<file path="config.mk">
export PLATFORM = sky130hd
export DESIGN_NAME = bit_vector_cosine_similarity_top
export DESIGN_NICKNAME = d
export VERILOG_FILES = /design/src/bvcs_pkg.sv /design/src/bvcs_front.sv /design/src/bvcs_div.sv /design/src/bvcs_back.sv /design/src/bit_vector_cosine_similarity_top.sv
export VERILOG_INCLUDE_DIRS = /design/src /design/src/src
export SDC_FILE = /design/constraint.sdc
export NUM_CORES = 2
export LEC_CHECK = 0
export BUFFER_PORTS_ARGS = -buffer_cell sky130_fd_sc_hd__buf_2
export CORE_ASPECT_RATIO = 0.5
export CORE_UTILIZATION = 45
export CTS_CLUSTER_DIAMETER = 50
export DETAILED_ROUTE_END_ITERATION = 10
export SYNTH_ARGS = -nofsm -noshare
export SYNTH_HDL_FRONTEND = slang
export SYNTH_HIERARCHICAL = 1
export SYNTH_SLANG_ARGS = --single-unit
</file>
<file path="constraint.sdc">
create_clock -name clk -period 7.58 [get_ports clk]
set_input_delay 0.758 -clock clk [delete_from_list [all_inputs] [get_ports clk]]
set_output_delay 0.758 -clock clk [all_outputs]
set_load 0.01 [all_outputs]
</file>
<file path="src/assert_macros.svh">
// Assertion helpers shared by the RTL files.
// Both expect clk and rst_n in scope.
`ifndef ASSERT_MACROS_SVH
`define ASSERT_MACROS_SVH

// Property must hold at every clock edge outside reset.
`define BVCS_ASSERT(lbl, prop, msg) \
  lbl: assert property (@(posedge clk) disable iff (!rst_n) prop) \
    else $error(msg);

// Condition must never be seen outside reset.
`define BVCS_NEVER(lbl, cond, msg) \
  `BVCS_ASSERT(lbl, !(cond), msg)

`endif

</file>
<file path="src/bvcs_pkg.sv">
package bvcs_pkg;

  // Vector geometry; input fields are fixed at 32 bits
  localparam int VECTOR_BITS = 32;
  localparam int IN_W        = 32;
  localparam int EFF_BITS    = (VECTOR_BITS < IN_W) ? VECTOR_BITS : IN_W;
  localparam logic [IN_W-1:0] DIM_MASK =
    IN_W'(64'hFFFF_FFFF_FFFF_FFFF >> (64 - EFF_BITS));

  // Result field widths
  localparam int CNT_W  = 6;
  localparam int SIM_W  = 16;
  localparam int PROD_W = 2 * CNT_W;

  // Divider: one quotient bit per step, a few steps per pipeline stage
  localparam int DIV_STEPS    = SIM_W;
  localparam int STEP_PER_STG = 2;
  localparam int DIV_STG      = DIV_STEPS / STEP_PER_STG;

  // Queues
  localparam int MID_DEPTH = 4;
  localparam int MID_AW    = $clog2(MID_DEPTH);
  localparam int OUT_DEPTH = 16;
  localparam int OUT_AW    = $clog2(OUT_DEPTH);

  typedef struct packed {
    logic [IN_W-1:0] vector_a;
    logic [IN_W-1:0] vector_b;
  } in_t;

  typedef struct packed {
    logic [SIM_W-1:0] similarity;
    logic [CNT_W-1:0] shared_count;
    logic [CNT_W-1:0] weight_a;
    logic [CNT_W-1:0] weight_b;
  } out_t;

  // Classified item handed from front to back
  typedef struct packed {
    logic             zero;
    logic [CNT_W-1:0] weight_a;
    logic [CNT_W-1:0] weight_b;
    logic [CNT_W-1:0] shared;
  } cnt_t;

  // Divider stage contents
  typedef struct packed {
    logic              zero;
    logic [CNT_W-1:0]  weight_a;
    logic [CNT_W-1:0]  weight_b;
    logic [CNT_W-1:0]  shared;
    logic [PROD_W-1:0] den;
    logic [PROD_W-1:0] rem;
    logic [SIM_W-1:0]  quo;
  } div_t;

  // Ones count of the masked vector, SWAR style
  function automatic logic [CNT_W-1:0] popcount(logic [IN_W-1:0] x);
    logic [IN_W-1:0] v;
    logic [7:0]      s;
    v = x & DIM_MASK;
    v = v - ((v >> 1) & 32'h5555_5555);
    v = (v & 32'h3333_3333) + ((v >> 2) & 32'h3333_3333);
    v = (v + (v >> 4)) & 32'h0F0F_0F0F;
    s = v[7:0] + v[15:8] + v[23:16] + v[31:24];
    return s[CNT_W-1:0];
  endfunction

  // One restoring division step: quotient bit, then shift remainder
  function automatic div_t div_step(div_t s);
    div_t              o;
    logic              qb;
    logic [PROD_W-1:0] r;
    qb    = (s.rem >= s.den);
    r     = qb ? (s.rem - s.den) : s.rem;
    o     = s;
    o.rem = {r[PROD_W-2:0], 1'b0};
    o.quo = {s.quo[SIM_W-2:0], qb};
    return o;
  endfunction

endpackage

</file>
<file path="src/bvcs_front.sv">
module bvcs_front (
  input  logic            clk,
  input  logic            rst_n,
  input  logic            in_push,
  output logic            in_full,
  input  bvcs_pkg::in_t   in_data,
  input  logic            mid_deq,
  output logic            mid_valid,
  output bvcs_pkg::cnt_t  mid_item
);

  bvcs_pkg::cnt_t                q_r [bvcs_pkg::MID_DEPTH];
  logic [bvcs_pkg::MID_AW-1:0]   wr_ptr_r, wr_ptr_nxt;
  logic [bvcs_pkg::MID_AW-1:0]   rd_ptr_r, rd_ptr_nxt;
  logic [bvcs_pkg::MID_AW:0]     cnt_r, cnt_nxt;
  bvcs_pkg::cnt_t                item;
  logic                          push_ok;
  logic                          deq_ok;

  // Counts and zero-weight classification of the incoming beat
  always_comb begin
    item.weight_a = bvcs_pkg::popcount(in_data.vector_a);
    item.weight_b = bvcs_pkg::popcount(in_data.vector_b);
    item.shared   = bvcs_pkg::popcount(in_data.vector_a & in_data.vector_b);
    item.zero     = (item.weight_a == '0) || (item.weight_b == '0);
  end

  assign in_full   = (cnt_r == (bvcs_pkg::MID_AW+1)'(bvcs_pkg::MID_DEPTH));
  assign mid_valid = (cnt_r != '0);
  assign mid_item  = q_r[rd_ptr_r];
  assign push_ok   = in_push && !in_full;
  assign deq_ok    = mid_deq && mid_valid;

  // Queue pointers
  always_comb begin
    wr_ptr_nxt = wr_ptr_r + bvcs_pkg::MID_AW'(push_ok);
    rd_ptr_nxt = rd_ptr_r + bvcs_pkg::MID_AW'(deq_ok);
    cnt_nxt    = cnt_r + (bvcs_pkg::MID_AW+1)'(push_ok)
                       - (bvcs_pkg::MID_AW+1)'(deq_ok);
  end

  always_ff @(posedge clk) begin
    if (!rst_n) begin
      wr_ptr_r <= '0;
      rd_ptr_r <= '0;
      cnt_r    <= '0;
    end else begin
      wr_ptr_r <= wr_ptr_nxt;
      rd_ptr_r <= rd_ptr_nxt;
      cnt_r    <= cnt_nxt;
    end
  end

  // Queue storage
  always_ff @(posedge clk) begin
    if (push_ok) begin
      q_r[wr_ptr_r] <= item;
    end
  end

  `include "assert_macros.svh"

  `BVCS_NEVER(a_mid_overfill,
              cnt_r > (bvcs_pkg::MID_AW+1)'(bvcs_pkg::MID_DEPTH),
              "mid queue overfilled")
  `BVCS_NEVER(a_deq_empty, mid_deq && !mid_valid, "dequeue from empty mid queue")
  `BVCS_ASSERT(a_ptr_gap,
               (wr_ptr_r - rd_ptr_r) == cnt_r[bvcs_pkg::MID_AW-1:0],
               "mid queue pointers disagree with count")

endmodule

</file>
<file path="src/bvcs_div.sv">
module bvcs_div (
  input  logic            clk,
  input  logic            rst_n,
  input  logic            in_vld,
  input  bvcs_pkg::cnt_t  in_item,
  output logic            out_vld,
  output bvcs_pkg::div_t  out_s
);

  bvcs_pkg::div_t                  s0_r;
  logic                            s0_vld_r;
  bvcs_pkg::div_t                  s0_nxt;
  bvcs_pkg::div_t                  st_r   [bvcs_pkg::DIV_STG];
  bvcs_pkg::div_t                  st_nxt [bvcs_pkg::DIV_STG];
  logic [bvcs_pkg::DIV_STG-1:0]    vld_r;
  logic [bvcs_pkg::CNT_W:0]        wsum;
  logic [bvcs_pkg::CNT_W-1:0]      half;

  // Entry stage: numerator and denominator products
  always_comb begin
    wsum             = {1'b0, in_item.weight_a} + {1'b0, in_item.weight_b};
    half             = wsum[bvcs_pkg::CNT_W:1];
    s0_nxt.zero      = in_item.zero;
    s0_nxt.weight_a  = in_item.weight_a;
    s0_nxt.weight_b  = in_item.weight_b;
    s0_nxt.shared    = in_item.shared;
    s0_nxt.den       = bvcs_pkg::PROD_W'(in_item.weight_a)
                     * bvcs_pkg::PROD_W'(in_item.weight_b);
    s0_nxt.rem       = bvcs_pkg::PROD_W'(half) * bvcs_pkg::PROD_W'(in_item.shared);
    s0_nxt.quo       = '0;
  end

  // Divider stages, a fixed number of quotient bits each
  always_comb begin
    bvcs_pkg::div_t t;
    for (int g = 0; g < bvcs_pkg::DIV_STG; g++) begin
      t = (g == 0) ? s0_r : st_r[(g == 0) ? 0 : g - 1];
      for (int k = 0; k < bvcs_pkg::STEP_PER_STG; k++) begin
        t = bvcs_pkg::div_step(t);
      end
      st_nxt[g] = t;
    end
  end

  always_ff @(posedge clk) begin
    if (!rst_n) begin
      s0_vld_r <= 1'b0;
      vld_r    <= '0;
    end else begin
      s0_vld_r <= in_vld;
      vld_r    <= {vld_r[bvcs_pkg::DIV_STG-2:0], s0_vld_r};
    end
  end

  always_ff @(posedge clk) begin
    s0_r <= s0_nxt;
    for (int g = 0; g < bvcs_pkg::DIV_STG; g++) begin
      st_r[g] <= st_nxt[g];
    end
  end

  assign out_vld = vld_r[bvcs_pkg::DIV_STG-1];
  assign out_s   = st_r[bvcs_pkg::DIV_STG-1];

endmodule

</file>
<file path="src/bvcs_back.sv">
module bvcs_back (
  input  logic            clk,
  input  logic            rst_n,
  input  logic            mid_valid,
  input  bvcs_pkg::cnt_t  mid_item,
  output logic            mid_deq,
  output logic            out_empty,
  input  logic            out_pop,
  output bvcs_pkg::out_t  out_data
);

  bvcs_pkg::out_t                oq_r [bvcs_pkg::OUT_DEPTH];
  logic [bvcs_pkg::OUT_AW-1:0]   owr_ptr_r, owr_ptr_nxt;
  logic [bvcs_pkg::OUT_AW-1:0]   ord_ptr_r, ord_ptr_nxt;
  logic [bvcs_pkg::OUT_AW:0]     ocnt_r, ocnt_nxt;
  logic [bvcs_pkg::OUT_AW:0]     occ_r, occ_nxt;
  logic                          issue;
  logic                          pop_ok;
  logic                          res_vld;
  bvcs_pkg::div_t                res_s;
  bvcs_pkg::out_t                res;

  // Issue only with a queue slot reserved for the result: pipeline never stalls
  assign issue   = mid_valid && (occ_r < (bvcs_pkg::OUT_AW+1)'(bvcs_pkg::OUT_DEPTH));
  assign mid_deq = issue;
  assign pop_ok  = out_pop && !out_empty;

  bvcs_div u_div (
    .clk     (clk),
    .rst_n   (rst_n),
    .in_vld  (issue),
    .in_item (mid_item),
    .out_vld (res_vld),
    .out_s   (res_s)
  );

  // Result formatting; zero weight forces a zero score
  always_comb begin
    res.similarity   = res_s.zero ? '0 : res_s.quo;
    res.shared_count = res_s.shared;
    res.weight_a     = res_s.weight_a;
    res.weight_b     = res_s.weight_b;
  end

  assign out_empty = (ocnt_r == '0);
  assign out_data  = oq_r[ord_ptr_r];

  // Result queue and slot reservation count
  always_comb begin
    owr_ptr_nxt = owr_ptr_r + bvcs_pkg::OUT_AW'(res_vld);
    ord_ptr_nxt = ord_ptr_r + bvcs_pkg::OUT_AW'(pop_ok);
    ocnt_nxt    = ocnt_r + (bvcs_pkg::OUT_AW+1)'(res_vld)
                         - (bvcs_pkg::OUT_AW+1)'(pop_ok);
    occ_nxt     = occ_r + (bvcs_pkg::OUT_AW+1)'(issue)
                        - (bvcs_pkg::OUT_AW+1)'(pop_ok);
  end

  always_ff @(posedge clk) begin
    if (!rst_n) begin
      owr_ptr_r <= '0;
      ord_ptr_r <= '0;
      ocnt_r    <= '0;
      occ_r     <= '0;
    end else begin
      owr_ptr_r <= owr_ptr_nxt;
      ord_ptr_r <= ord_ptr_nxt;
      ocnt_r    <= ocnt_nxt;
      occ_r     <= occ_nxt;
    end
  end

  always_ff @(posedge clk) begin
    if (res_vld) begin
      oq_r[owr_ptr_r] <= res;
    end
  end

  `include "assert_macros.svh"

  `BVCS_NEVER(a_occ_bound, occ_r > (bvcs_pkg::OUT_AW+1)'(bvcs_pkg::OUT_DEPTH), "reservation count overflow")
  `BVCS_NEVER(a_ocnt_le_occ, ocnt_r > occ_r, "result queue holds more than reserved")
  `BVCS_NEVER(a_zero_score, !out_empty && ((out_data.weight_a == '0) || (out_data.weight_b == '0)) && (out_data.similarity != '0), "nonzero score with zero weight")

endmodule

</file>
<file path="src/bit_vector_cosine_similarity_top.sv">
// Channel   Handshake            Payload
// input     in_push / in_full    in_data   (vector_a, vector_b)
// result    out_pop / out_empty  out_data  (similarity, shared_count, weight_a, weight_b)
//
// One pair accepted per cycle while in_full is low; a result shows on out_data once it has
// been written to the result queue, and can be popped at the next edge.
// Path: mid queue, product stage, 8 divider stages (2 quotient bits each), queue write.
// Synchronous active-low reset empties both queues; there is no clearing pass.
// A stalled result side fills the 16-entry result queue, then the 4-entry mid queue,
// then raises in_full.
module bit_vector_cosine_similarity_top (
  input  logic            clk,
  input  logic            rst_n,
  input  logic            in_push,
  output logic            in_full,
  input  bvcs_pkg::in_t   in_data,
  output logic            out_empty,
  input  logic            out_pop,
  output bvcs_pkg::out_t  out_data
);

  logic            mid_valid;
  logic            mid_deq;
  bvcs_pkg::cnt_t  mid_item;

  bvcs_front u_front (
    .clk       (clk),
    .rst_n     (rst_n),
    .in_push   (in_push),
    .in_full   (in_full),
    .in_data   (in_data),
    .mid_deq   (mid_deq),
    .mid_valid (mid_valid),
    .mid_item  (mid_item)
  );

  bvcs_back u_back (
    .clk       (clk),
    .rst_n     (rst_n),
    .mid_valid (mid_valid),
    .mid_item  (mid_item),
    .mid_deq   (mid_deq),
    .out_empty (out_empty),
    .out_pop   (out_pop),
    .out_data  (out_data)
  );

endmodule
</file>
==> results.tsv <==
stage	metric	value	unit
drt	Routed WL per cell	19.1	um
drt	wirelength, routed	114000	um
placed_design	Placed Cells	5769	
clock_tree	Max clock buf depth	3	
floorplan	total I/O pin count	104	
timing	Final Hold Violating Endpoints	0	
layout	fill cell count	9986	
setup_path	Critical Path Sink Type	register	
clock_tree	later-pin clock latency in the skew report	0.70	ns
synth	Synth Instances	4173	
clock_tree	post-CTS resize count	0	
setup_path	crit path max fanout	6	
timing	Period Utilization, post-route	0.845	
setup_path	Crit path buffers/inverters	4	
grt	GRT busiest layer	met2	
floorplan	die height	246	um
synth	YS warnings	6	
floorplan	full die area	120000	sq um
timing	Final min period	6.40	ns
clock_tree	Clock transition at path regs	0.06	ns
drt	initial drt markers	2251	
layout	non-filler instance count after layout	5965	
min_path	Worst Hold Class	reg -> reg	
clock_tree	cts bufs inserted	103	
grt	GRT Overall Usage	0.191	
setup_path	CP Data Required Time	8.00	ns
floorplan	Starting Density	0.459	
drt	via count	32000	
grt	met1 Use GR	0.258	
setup_path	delay-heaviest family, CP	adder cells	
setup_path	Critical Path Source Type	input pin	
setup_path	Max stage delay on crit path	0.57	ns
clock_tree	H-tree Lvls	3	
synth	syn_nets	4789	
status	status	complete, no violations	
clock_tree	CTS tree	done	
setup_path	CP dominant cell by count	fa_1	
layout	layout cells sized above 1	0.148	
timing	Final Max Tran Viols	0	
clock_tree	Setup Buffers After CTS	0	
grt	met3 GRT Util	0.0304	
timing	slew of the pin with the lowest slew margin	1.04	ns
floorplan	core area	116000	sq um
floorplan	row cnt	88	
setup_path	CP max stage cell	a2111oi_1	
drt	DRC	0	
timing	skew final	0.0509	ns
drt	Via density	5.37	
placed_design	IO buf count	103	
timing	relative slew slack	0.306	
setup_path	Worst Path Arrival	6.82	ns
grt	M2 GR Usage	0.323	
layout	most common cell after layout, fill and taps aside	edfxtp_1	
grt	first-pass GRT wire length	180000	um
grt	initial antenna violation count	1	
setup_path	Crit Path Category	in -> reg	
grt	vias in the first global route	32800	
clock_tree	clk root buf	clkbuf_16	
layout	NumNets Final	4915	
layout	most frequent cells in the layout	edfxtp_1 (620), dfxtp_1 (460), ha_1 (441)	
timing	Setup TNS	0	ns
placed_design	HPWL reported at the end of detailed placement	76400	um
clock_tree	# hold bufs at CTS	0	
layout	Layout area overhead	10.9	%
placed_design	GPL Wtd Cong	0.880	
setup_path	CP Cell Sequence	buf_2, inv_1, ha_1, o211ai_1, a2111oi_1, o21ai_0, a31oi_2, o21bai_1, xnor2_1, fa_1, inv_1, fa_1, inv_1, fa_1, fa_1, ha_1, fa_1, a21o_1, a21o_1, nand2b_1, o32ai_1	
synth	Mapped Area	53400	sq um
timing	max frequency	0.156	GHz
synth	Mean Syn Cell Area	12.8	sq um
drt	Detailed Routing Iterations Pass 1	5	
floorplan	die width	489	um
timing	# setup viols final	0	
clock_tree	CTS Sinks	1082	
run	maxcap violations	0	
drt	Post-DRT Antenna Nets	0	
timing	RSZ-0062 raised after global routing	no	
grt	total gr overflow	0	
grt	largest net degree at the start of global routing	95	
setup_path	worst reg2reg setup slack	1.30	ns
==> worst register-to-register path: stages, from the launching register on <==
cell and delay [ns]:
dfxtp_1 0.85, buf_4 0.36, mux4_2 0.68, ha_1 0.39
a21oi_1 0.10, o21ai_0 0.18, a21oi_1 0.10, xnor2_1 0.41
and2_1 0.22, fa_1 0.41, inv_1 0.07, fa_1 0.43
fa_1 0.55, inv_1 0.04, ha_1 0.32, nor2b_1 0.14
o21ai_0 0.21, a21boi_0 0.15, o21ai_0 0.22, nor2b_1 0.20
xnor2_1 0.13
==> layout make-up <==
cell class                 instances  area [sq um]  area share
clock inverter                    50           612      0.0103
clock buffer                     145          2960      0.0499
sequential                      1082         27900       0.470
antenna                            1          2.50   0.0000422
inverter                         404          1520      0.0257
timing repair buffer             136           788      0.0133
multi-input combinational       2572         23600       0.397
tap                             1575          1970      0.0332
==> registers in the layout (all words and copies together), names as in the netlist <==
name                   count
u_back/oq_r              544
u_back/u_div/st_r        385
u_front/q_r               76
u_back/u_div/s0_r         43
u_back/u_div/vld_r         8
u_back/occ_r               5
u_back/ocnt_r              5
u_back/ord_ptr_r           4
u_back/owr_ptr_r           4
u_front/cnt_r              3
u_front/rd_ptr_r           2
u_front/wr_ptr_r           2
u_back/u_div/s0_vld_r      1
==> layer usage <==
metal  up-vias  share of wire
li1      15400              -
met5         -       0.000070
met2       720           0.48
met3       134          0.046
met1     15800           0.46
met4         2          0.017
==> final timing paths <==
kind                                start                       end  depth (start not counted)
setup / recovery               in_data[3]        u_front/q_r[0][18]                         21
hold / removal    u_back/u_div/st_r[1][3]  u_back/u_div/st_r[1][63]                          0
setup reg to reg      u_front/rd_ptr_r[0]     u_back/u_div/s0_r[25]                         20
hold reg to reg   u_back/u_div/st_r[1][3]  u_back/u_div/st_r[1][63]                          0
==> through the flow <==
step           setup slack (ns)  hold WS (ns)  area [sq um]   util
2_1_floorplan              1.26         0.310         53400      -
3_3_place_gp              0.638         0.310         55700  0.478
3_5_place_dp              0.452         0.312         55700  0.478
4_1_cts                    1.20         0.285         59300  0.509
5_1_grt                   0.719         0.285         59300  0.509
6_report                   1.18         0.288         59300  0.509
Power is not shown: default switching activity piles up to over one toggle a cycle in this logic, so the estimate is an artifact.
